**src/sv/cft_pkg.sv**
```systemverilog
`default_nettype none
// ----------------------------------------------------------------------------
// cft_pkg: shared types and constants for the constant fold tracker
// Opcode and type codes, register table size, stage payload and the
// flag table update request.
// ----------------------------------------------------------------------------
package cft_pkg;

  localparam int REG_COUNT = 256;
  localparam int IDX_W     = $clog2(REG_COUNT);
  localparam int VAL_W     = 32;

  localparam logic [3:0] FN_ADD   = 4'd0;
  localparam logic [3:0] FN_SUB   = 4'd1;
  localparam logic [3:0] FN_MUL   = 4'd2;
  localparam logic [3:0] FN_AND   = 4'd3;
  localparam logic [3:0] FN_OR    = 4'd4;
  localparam logic [3:0] FN_XOR   = 4'd5;
  localparam logic [3:0] FN_SHL   = 4'd6;
  localparam logic [3:0] FN_SHR   = 4'd7;
  localparam logic [3:0] FN_LOADI = 4'd8;

  localparam logic [2:0] TY_U32 = 3'd0;
  localparam logic [2:0] TY_S32 = 3'd1;
  localparam logic [2:0] TY_B32 = 3'd2;
  localparam logic [2:0] TY_B64 = 3'd3;
  localparam logic [2:0] TY_F64 = 3'd4;

  localparam logic [4:0] SHIFT_MASK = 5'd31;

  // register index of the enable register in the apb map
  localparam logic REG_ENABLE = 1'b0;

  typedef struct packed {
    logic             block_start;
    logic [3:0]       func;
    logic [2:0]       type_code;
    logic             has_imm;
    logic [VAL_W-1:0] imm_value;
    logic             predicated;
    logic             dst_is_reg;
    logic [7:0]       dst_reg;
    logic             src1_is_reg;
    logic [7:0]       src1_reg;
    logic             src2_is_reg;
    logic [7:0]       src2_reg;
  } instr_t;

  typedef struct packed {
    logic             clear_all;
    logic             wr_en;
    logic [IDX_W-1:0] wr_addr;
    logic             wr_set;
    logic             clr2_en;
    logic [IDX_W-1:0] clr2_addr;
  } flag_upd_t;

  // register index into the table, aliasing when the table is smaller
  function automatic logic [IDX_W-1:0] to_slot(input logic [7:0] r);
    return IDX_W'(r);
  endfunction

endpackage
`default_nettype wire

```
**src/sv/cft_alu.sv**
```systemverilog
`default_nettype none
// ----------------------------------------------------------------------------
// cft_alu: folding alu
// Evaluates one foldable opcode on two 32-bit constants, modulo 2^32.
// ----------------------------------------------------------------------------
module cft_alu (
  input  wire logic [3:0]               func,
  input  wire logic [cft_pkg::VAL_W-1:0] a,
  input  wire logic [cft_pkg::VAL_W-1:0] b,
  output logic                          op_ok,
  output logic      [cft_pkg::VAL_W-1:0] result
);
  import cft_pkg::*;

  logic [4:0] shamt;

  assign shamt = b[4:0] & SHIFT_MASK;

  always_comb begin
    op_ok  = 1'b1;
    result = '0;
    case (func)
      FN_ADD: result = a + b;
      FN_SUB: result = a - b;
      FN_MUL: result = a * b;
      FN_AND: result = a & b;
      FN_OR:  result = a | b;
      FN_XOR: result = a ^ b;
      FN_SHL: result = a << shamt;
      FN_SHR: result = a >> shamt;
      default: begin
        op_ok = 1'b0;
      end
    endcase
  end

endmodule
`default_nettype wire

```
**config.mk**
```make
export PLATFORM = sky130hd
export DESIGN_NAME = cft_alu
export DESIGN_NICKNAME = d
export VERILOG_FILES = /design/src/sv/cft_pkg.sv /design/src/sv/cft_alu.sv
export SDC_FILE = /design/constraint.sdc
export NUM_CORES = 2
export LEC_CHECK = 0
export ABC_AREA = 1
export BUFFER_PORTS_ARGS = -buffer_cell sky130_fd_sc_hd__buf_4
export CORE_UTILIZATION = 32
export DETAILED_ROUTE_END_ITERATION = 16
export PLACE_DENSITY_LB_ADDON = 0.15
export SYNTH_ARGS = -nofsm -noshare
export SYNTH_HDL_FRONTEND = slang
export SYNTH_SLANG_ARGS = --single-unit
export TNS_END_PERCENT = 30
```
**constraint.sdc**
```tcl
create_clock -name vclk -period 12.2
set_input_delay 1.83 -clock vclk [all_inputs]
set_output_delay 1.83 -clock vclk [all_outputs]
set_load 0.03 [all_outputs]
```
==> results by group <==
Floorplan
  • Top-level I/O count: 101
  • FP Rows: 100
  • Initial Utilization: 32.3%
  • Die span in x: 276 um
  • Die ar.: 76,200 um^2
  • DIE HEIGHT: 276 um
  • Core Area: 74,300 um^2

Worst setup path
  • Worst path bufs/invs: 8
  • Worst Setup End Kind: primary output
  • Worst Setup Path Type: primary input to primary output
  • Critical Path Slowest Stage Cell: fa_1
  • Worst path max stage delay: 530 ps
  • Largest delay contributor family on the critical path: adder cells
  • Data arrival, critical path: 8920 ps
  • CP Data Required Time: 10,370 ps
  • Crit-path most repeated cell: fa_1
  • Worst-path fanout max: 41
  • Crit start category: primary input

Cells and area
  • Layout area overhead: 5.58%
  • Filler cells: 8,346
  • Register area: 0 um^2
  • # diodes: 0
  • Final non-filler cell total: 4,527
  • Share of cells above drive strength 1: 4.67%
  • FFs & Latches: 0
  • Clock buffer count: 0
  • Nets@finish: 4,257

Timing
  • Slew Viols, Final: 0
  • Setup violators final: 0
  • Setup TNS: 0 ps
  • Worst hold margin: 3950 ps
  • Crit path time final: 10,750 ps
  • Worst Tran Pin Value: 911 ps
  • Fin crit share: 88.1%
  • Fin. Hold Viols: 0
  • RSZ-0062 raised after global routing: false
  • Max-slew headroom: 38.6%
  • F_max: 0.0930 GHz

Job
  • Max-Cap Viols: 0

Routing
  • Detailed Routing Iterations Pass 1: 12
  • Routed Antenna Nets: 0
  • Via count: 22.5k
  • Vias per cell: 4.98
  • Drt initial violations: 1,600
  • Routed WL: 92,900 um
  • Drt wl/cell: 20.5 um
  • # DRC: 1

Placement
  • Port Buf Inserts: 101
  • Global placement routability congestion: 0.978
  • HPWL Detailed: 74,500 um
  • Placed Cells incl. Taps: 4,527

Yosys
  • YS warnings: 0
  • Mapped Avg Cell Area: 6.63 um^2
  • Yosys cell types: 56
  • Syn Inst Count: 3,622
  • Cell Area, Synth: 24,000 um^2
  • Syn_nets: 4,319
  • Register area share after synthesis: 0%

Clocking
  • Post-CTS sizing: 0
  • Cts hold-fix bufs: 0
  • Setup Fix Bufs, Post-CTS: 0

Global routing
  • Tot GR Track Use: 24.8%
  • Number of global-route vias before repair: 23.1k
  • GRT overflow: 0
  • Global-route wire length before repair: 142,000 um
  • Initial antenna violation count: 1
  • Largest net degree at the start of global routing: 84

Status
  • Status: complete, but fails checks
  • Failing checks: design-rule violations

Worst hold path
  • Hold WC Path Type: primary input to primary output
-- metal layers --
layer | global-route usage (%) | routed length (um) | vias to the layer above
met1 | 35.3 | 42800 | 11100
met3 | 1.60 | 4700 | 117
met5 | 0 | 13 | -
met4 | 6.49 | 2850 | 2
met2 | 40.8 | 42500 | 642
li1 | - | - | 10700
-- area by class of cell --
class | instances | area (um^2) | share of cell area [%]
inverters | 928 | 3490 | 13.8
multi-input cells | 2512 | 19800 | 78.0
well taps | 969 | 1210 | 4.78
repair buffers | 118 | 886 | 3.49
-- logic make-up (layout without fill, tap and decap cells) --
kind of cell,Yosys count,in the layout,synth area share (%)
AOI/OAI and AO/OA,505,505,12.1
adders and majority gates,629,629,45.5
xor gates and xnor gates,58,58,2.11
buffers and inverters,1110,1046,17.7
and+or+nand+nor,1313,1313,22.2
muxes,7,7,0.292
-- cell usage after synthesis, types with 37 or more instances --
| library cell | number | area share [%] |
|---|---|---|
| nand2_1 | 992 | 16 |
| buf_1 | 37 | 0.58 |
| fa_1 | 409 | 34 |
| a21oi_1 | 163 | 3.4 |
| ha_1 | 220 | 11 |
| xor2_1 | 50 | 1.8 |
| clkbuf_1 | 100 | 1.6 |
| nand3_1 | 110 | 2.3 |
| nor2_1 | 122 | 1.9 |
| inv_1 | 918 | 14 |
| o21ai_0 | 197 | 4.1 |
| buf_2 | 39 | 0.81 |
-- layout by cell type, fill, tap and decap left out, types with 2 or more instances in the layout --
| cell | instances |
|---|---|
| a211oi_1 | 3 |
| a21boi_0 | 3 |
| a21o_1 | 13 |
| a21oi_1 | 163 |
| a21oi_2 | 2 |
| a221oi_1 | 20 |
| a31oi_1 | 9 |
| and2_1 | 2 |
| buf_4 | 118 |
| fa_1 | 409 |
| ha_1 | 220 |
| inv_1 | 918 |
| inv_2 | 7 |
| mux2i_1 | 7 |
| nand2_1 | 992 |
| nand2_2 | 2 |
| nand3_1 | 110 |
| nand3_2 | 2 |
| nand3b_1 | 5 |
| nand4_1 | 12 |
| nor2_1 | 121 |
| nor2_2 | 5 |
| nor2_4 | 3 |
| nor2_8 | 2 |
| nor3_1 | 25 |
| nor3_2 | 3 |
| nor4_1 | 5 |
| o2111ai_1 | 10 |
| o211ai_1 | 24 |
| o21a_1 | 8 |
| o21ai_0 | 197 |
| o21ai_1 | 14 |
| o21bai_1 | 10 |
| o221a_2 | 2 |
| o221ai_1 | 19 |
| o22ai_1 | 5 |
| or2_1 | 2 |
| or2_2 | 16 |
| xnor2_1 | 8 |
| xor2_1 | 50 |
-- through the flow --
stage	util (%)	setup slack, ps	area (um^2)
floorplan	-	1930	24000
global placement	34.1	1490	25400
detailed placement	34.1	1520	25400
CTS	34.1	1490	25400
global route	34.1	1020	25400
finish	34.1	1450	25400
-- worst paths after layout --
kind,endpoint,depth (start not counted),start
setup / recovery,result[30],26,b[4]
hold / removal,op_ok,3,func[3]
Power is not shown: default switching activity piles up to over one toggle a cycle in this logic, so the estimate is an artifact.
