<file path="src/sv/cft_pkg.sv">
`default_nettype none
// ----------------------------------------------------------------------------
// cft_pkg: shared types and constants for the constant fold tracker
// Opcode and type codes, register table size, stage payload and the
// flag table update request.
// ----------------------------------------------------------------------------
package cft_pkg;

  localparam int REG_COUNT = 256;
  localparam int IDX_W     = $clog2(REG_COUNT);
  localparam int VAL_W     = 32;

  localparam logic [3:0] FN_ADD   = 4'd0;
  localparam logic [3:0] FN_SUB   = 4'd1;
  localparam logic [3:0] FN_MUL   = 4'd2;
  localparam logic [3:0] FN_AND   = 4'd3;
  localparam logic [3:0] FN_OR    = 4'd4;
  localparam logic [3:0] FN_XOR   = 4'd5;
  localparam logic [3:0] FN_SHL   = 4'd6;
  localparam logic [3:0] FN_SHR   = 4'd7;
  localparam logic [3:0] FN_LOADI = 4'd8;

  localparam logic [2:0] TY_U32 = 3'd0;
  localparam logic [2:0] TY_S32 = 3'd1;
  localparam logic [2:0] TY_B32 = 3'd2;
  localparam logic [2:0] TY_B64 = 3'd3;
  localparam logic [2:0] TY_F64 = 3'd4;

  localparam logic [4:0] SHIFT_MASK = 5'd31;

  // register index of the enable register in the apb map
  localparam logic REG_ENABLE = 1'b0;

  typedef struct packed {
    logic             block_start;
    logic [3:0]       func;
    logic [2:0]       type_code;
    logic             has_imm;
    logic [VAL_W-1:0] imm_value;
    logic             predicated;
    logic             dst_is_reg;
    logic [7:0]       dst_reg;
    logic             src1_is_reg;
    logic [7:0]       src1_reg;
    logic             src2_is_reg;
    logic [7:0]       src2_reg;
  } instr_t;

  typedef struct packed {
    logic             clear_all;
    logic             wr_en;
    logic [IDX_W-1:0] wr_addr;
    logic             wr_set;
    logic             clr2_en;
    logic [IDX_W-1:0] clr2_addr;
  } flag_upd_t;

  // register index into the table, aliasing when the table is smaller
  function automatic logic [IDX_W-1:0] to_slot(input logic [7:0] r);
    return IDX_W'(r);
  endfunction

endpackage
`default_nettype wire

</file>
<file path="src/sv/cft_flags.sv">
`default_nettype none
// ----------------------------------------------------------------------------
// cft_flags: known-constant flag table
// One flop per register, cleared by reset or block start, read at two
// source indices.
// ----------------------------------------------------------------------------
module cft_flags (
  input  wire logic                      clk,
  input  wire logic                      rst,
  input  wire cft_pkg::flag_upd_t        upd,
  input  wire logic [cft_pkg::IDX_W-1:0] rd_addr1,
  input  wire logic [cft_pkg::IDX_W-1:0] rd_addr2,
  output logic                           rd_flag1,
  output logic                           rd_flag2
);
  import cft_pkg::*;

  logic [REG_COUNT-1:0] flag;
  logic [REG_COUNT-1:0] flag_next;

  assign rd_flag1 = flag[rd_addr1];
  assign rd_flag2 = flag[rd_addr2];

  // block clear first, then the destination, then the upper half clear
  always_comb begin
    flag_next = upd.clear_all ? '0 : flag;
    if (upd.wr_en) begin
      flag_next[upd.wr_addr] = upd.wr_set;
    end
    if (upd.clr2_en) begin
      flag_next[upd.clr2_addr] = 1'b0;
    end
  end

  always_ff @(posedge clk) begin
    if (rst) begin
      flag <= '0;
    end else begin
      flag <= flag_next;
    end
  end

endmodule
`default_nettype wire

</file>
<file path="config.mk">
export PLATFORM = sky130hd
export DESIGN_NAME = cft_flags
export DESIGN_NICKNAME = d
export VERILOG_FILES = /design/src/sv/cft_pkg.sv /design/src/sv/cft_flags.sv
export SDC_FILE = /design/constraint.sdc
export NUM_CORES = 1
export LEC_CHECK = 0
export BUFFER_PORTS_ARGS = -buffer_cell sky130_fd_sc_hd__buf_4
export CAP_MARGIN = 10
export CORE_UTILIZATION = 58
export CTS_BUF_LIST = sky130_fd_sc_hd__clkbuf_4 sky130_fd_sc_hd__clkbuf_8 sky130_fd_sc_hd__clkbuf_16
export DETAILED_ROUTE_END_ITERATION = 10
export GPL_TIMING_DRIVEN = 1
export MAX_ROUTING_LAYER = met4
export PLACE_DENSITY = 0.77
export SLEW_MARGIN = 20
export SYNTH_ARGS = -nofsm -noshare
export SYNTH_HDL_FRONTEND = slang
export SYNTH_SLANG_ARGS = --single-unit
</file>
<file path="constraint.sdc">
create_clock -name clk -period 7.5 [get_ports clk]
set_clock_uncertainty 0.2 [all_clocks]
set_input_delay 1.5 -clock clk [delete_from_list [all_inputs] [get_ports clk]]
set_output_delay 1.5 -clock clk [all_outputs]
set_load 0.01 [all_outputs]
</file>
==> results.txt <==
average cell area after synthesis - 8.25 µm²
flop-to-flop setup slack - 6.22 ns
CTS tree - done
Total GRT Usage - 45.3%
number of vias per cell - 7.70
area of the multi-input gates - 10700 µm²
Static Leak - 5.64 nW
DRT Wirelength - 69100 µm
crit-path cells - buf_4 > buf_4 > nand3b_1 > nor2_1 > or3_1 > a221oi_1 > or4_1 > a31oi_1 > buf_4
Worst setup SP type - primary input
R2R Path End - flag[209]
multiplexer share of the synthesized area - 16.3%
slowest CP cell - buf_4
Reg2Reg Depth - 4
most frequent cells in the layout - dfxtp_1 (256), o22ai_1 (204), inv_1 (167)
Worst Hold Path Cells - 2
mapped cell area - 17500 µm²
RSZ-0062 raised after global routing - no
sw frac - 27.7%
Root Buffer - clkbuf_16
antenna cell count - 0
critical path class - in -> out
antenna violations before repair - 0
Required @ worst endpoint - 5.80 ns
Reg with most FFs - flag
Largest register FFs - 256
period utilization - 82.4%
DR pass1 iterations - 7
clock-pin slew on the worst setup and hold paths - 0.06 ns
Worst setup EP type - output port
worst-path fanout max - 47
initial core utilization - 58.9%
FILL cells - 2575
combinational cell fraction of total power - 12.1%
maximum clock rate - 162 MHz
CP dominant cell by count - buf_4
# setup viols final - 0
# port buffers - 39
largest net degree at the start of global routing - 145
fin nets - 1996
CTS sink count - 256
first-pass GRT wire length - 103000 µm
number of global-route vias before repair - 16600
headroom to the max-slew limit - 13.7%
Max VDD drop - 185 µV
EDFF count, synth - 0
min-delay worst type - reg -> reg
Hold-fix buffers, CTS - 0
CP Buf/Inv Count - 3
Regs by FF count - flag x256
post-synthesis xor/xnor area fraction - 0%
data arrival time of the critical path - 4.48 ns
Yosys reg bits - 256
Layout area overhead - 5.85%
hpwl dp - 42400 µm
Seq/Total Area, Yosys - 29.3%
Psw - 0.890 mW
cts repair resizes - 0
Flop pwr share - 42.5%
Synth Area in Compound Gates - 28.0%
Die Y - 176 µm
Die X - 176 µm
Simple-Gate Fraction of Synth Area - 15.8%
fin crit period - 6.18 ns
number of max-cap violations - 0
hold path endpoint - flag[97]
core box area - 29600 µm²
dpl ws - 1.44 ns
Net Count, Synth - 2154
setup TNS - 0 ns
Hold Vio Cnt, Final - 0
Num CTS Buffers - 29
IO Pins - 40
Post-Synth Adder-Cell Area - 0%
Storage cell area - 5120 µm²
HP Start - flag[97]
die area - 30800 µm²
share of layout cells above drive strength 1 - 11.6%
worst slew pin tran - 1.29 ns
CP top delay family - buffers and inverters
overall power - 3.21 mW
drt drc - 0
largest family of logic cells by synthesized area - compound AO/OA/AOI/OAI gates
internal power consumption - 2.32 mW
Mapped Cells - 2116
Final WS setup - 1.32 ns
commonest non-fill, non-tap cell in the layout - dfxtp_1
Final ANT Viol Nets - 0
Power Dens Cells - 174 nW/µm²
outcome - finished clean
Iter 0 DRT Violations - 3044
clock share of power - 45.4%
yosys synthesis warning count - 0
Post-CTS Setup Bufs - 0
gr ovfl total - 0
routed length per instance - 29.2 µm
post-synthesis cell type count - 51
worst skew pair latency - 0.57 ns
max-slew violation count - 0
Critical R2R Launch - flag[209]
asr flop ratio synth - 0%
top_reg_cell synth - dfxtp_1
Max Root-Sink Buffers - 3
CTS H-tree lvls - 1
Vias - 18200
CP peak stage delay - 0.65 ns
RePlAce Congestion - 1.01
Worst setup startpoint - rd_addr1[1]
row cnt - 63
## synthesized netlist by cell type (2+ instances only)
cell,count,share of area (%)
dfxtp_1,256,29
clkbuf_1,231,5.0
o22ai_1,204,7.3
inv_1,167,3.6
a21oi_1,162,4.6
nand2_1,153,3.3
o311a_1,151,8.7
mux2i_1,133,7.6
nand3_1,125,3.6
a221oi_1,105,5.3
nand3b_1,97,4.2
nor2_1,73,1.6
mux4_2,62,8.0
nor3_1,39,1.1
o21ai_0,18,0.52
nor2b_1,17,0.61
buf_4,13,0.56
nand2b_1,13,0.47
buf_2,10,0.29
buf_6,10,0.64
a31oi_1,8,0.29
nor4_1,6,0.21
a22oi_1,4,0.17
a311oi_1,4,0.20
buf_8,4,0.34
mux4_1,4,0.60
o211ai_1,4,0.17
a2111oi_0,3,0.15
a211oi_1,3,0.13
a32oi_1,3,0.15
buf_1,3,0.064
nand4_1,3,0.11
nor3b_1,3,0.13
and2_1,2,0.072
and3_1,2,0.072
o2111ai_1,2,0.10
o21ai_1,2,0.057
or2_2,2,0.072
or3b_2,2,0.10
or4_1,2,0.086
## layout make-up
| cell class | count | share of cell area (%) |
|---|---|---|
| Clock buffer | 43 | 4.66 |
| Tap cell | 390 | 2.64 |
| Clock inverter | 6 | 0.454 |
| Timing Repair Buffer | 83 | 3.50 |
| Sequential cell | 256 | 27.7 |
| Inverter | 167 | 3.39 |
| Multi-Input combinational cell | 1421 | 57.6 |
## cells by family after synthesis
group,count (synthesis)
flip-flops,256
AND/OR/NAND/NOR,543
buffers and inverters,439
multiplexers,200
AO/OA/AOI/OAI,678
## worst reg2reg max path, delay by kind of cell (launching register included)
kind | cells | cell delay, ns
AOI/OAI and AO/OA | 3 | 0.57
DFF | 1 | 0.37
buffers and inverters | 1 | 0.05
## metal layers
layer | up-vias | track usage, % | part of all wire, %
met5 | - | - | 0
li1 | 7759 | - | -
met2 | 1470 | 66.3 | 43
met3 | 305 | 12.1 | 14
met4 | 0 | 20.1 | 5.2
met1 | 8679 | 58.6 | 38
## power by group through the flow
stage,registers [mW],clock network (mW),logic [mW]
2_1_floorplan,1.39,0,0.253
3_3_place_gp,1.39,0,0.362
3_5_place_dp,1.39,0,0.367
4_1_cts,1.36,1.44,0.367
5_1_grt,1.36,1.51,0.398
6_report,1.36,1.46,0.388
## worst max path at each step
stage                     to  depth (start not counted)  slack, ns
floorplan           rd_flag2                          7       2.60
global placement    rd_flag1                          9       1.46
global route        rd_flag1                          9       1.18
CTS                 rd_flag1                          9       1.44
detailed placement  rd_flag1                          9       1.44
finish              rd_flag1                          9       1.32
## through the flow
stage	cells	hold WS (ns)	instance area (µm²)	util (%)
after detailed placement	2317	0.307	17500	59.1
after global routing	2366	0.345	18500	62.4
after floorplan	2116	0.283	17500	-
final	2366	0.323	18500	62.4
after global placement	2317	0.298	17500	59.0
after CTS	2366	0.320	18500	62.3
Note: power is estimated with default switching activity, not from simulation.
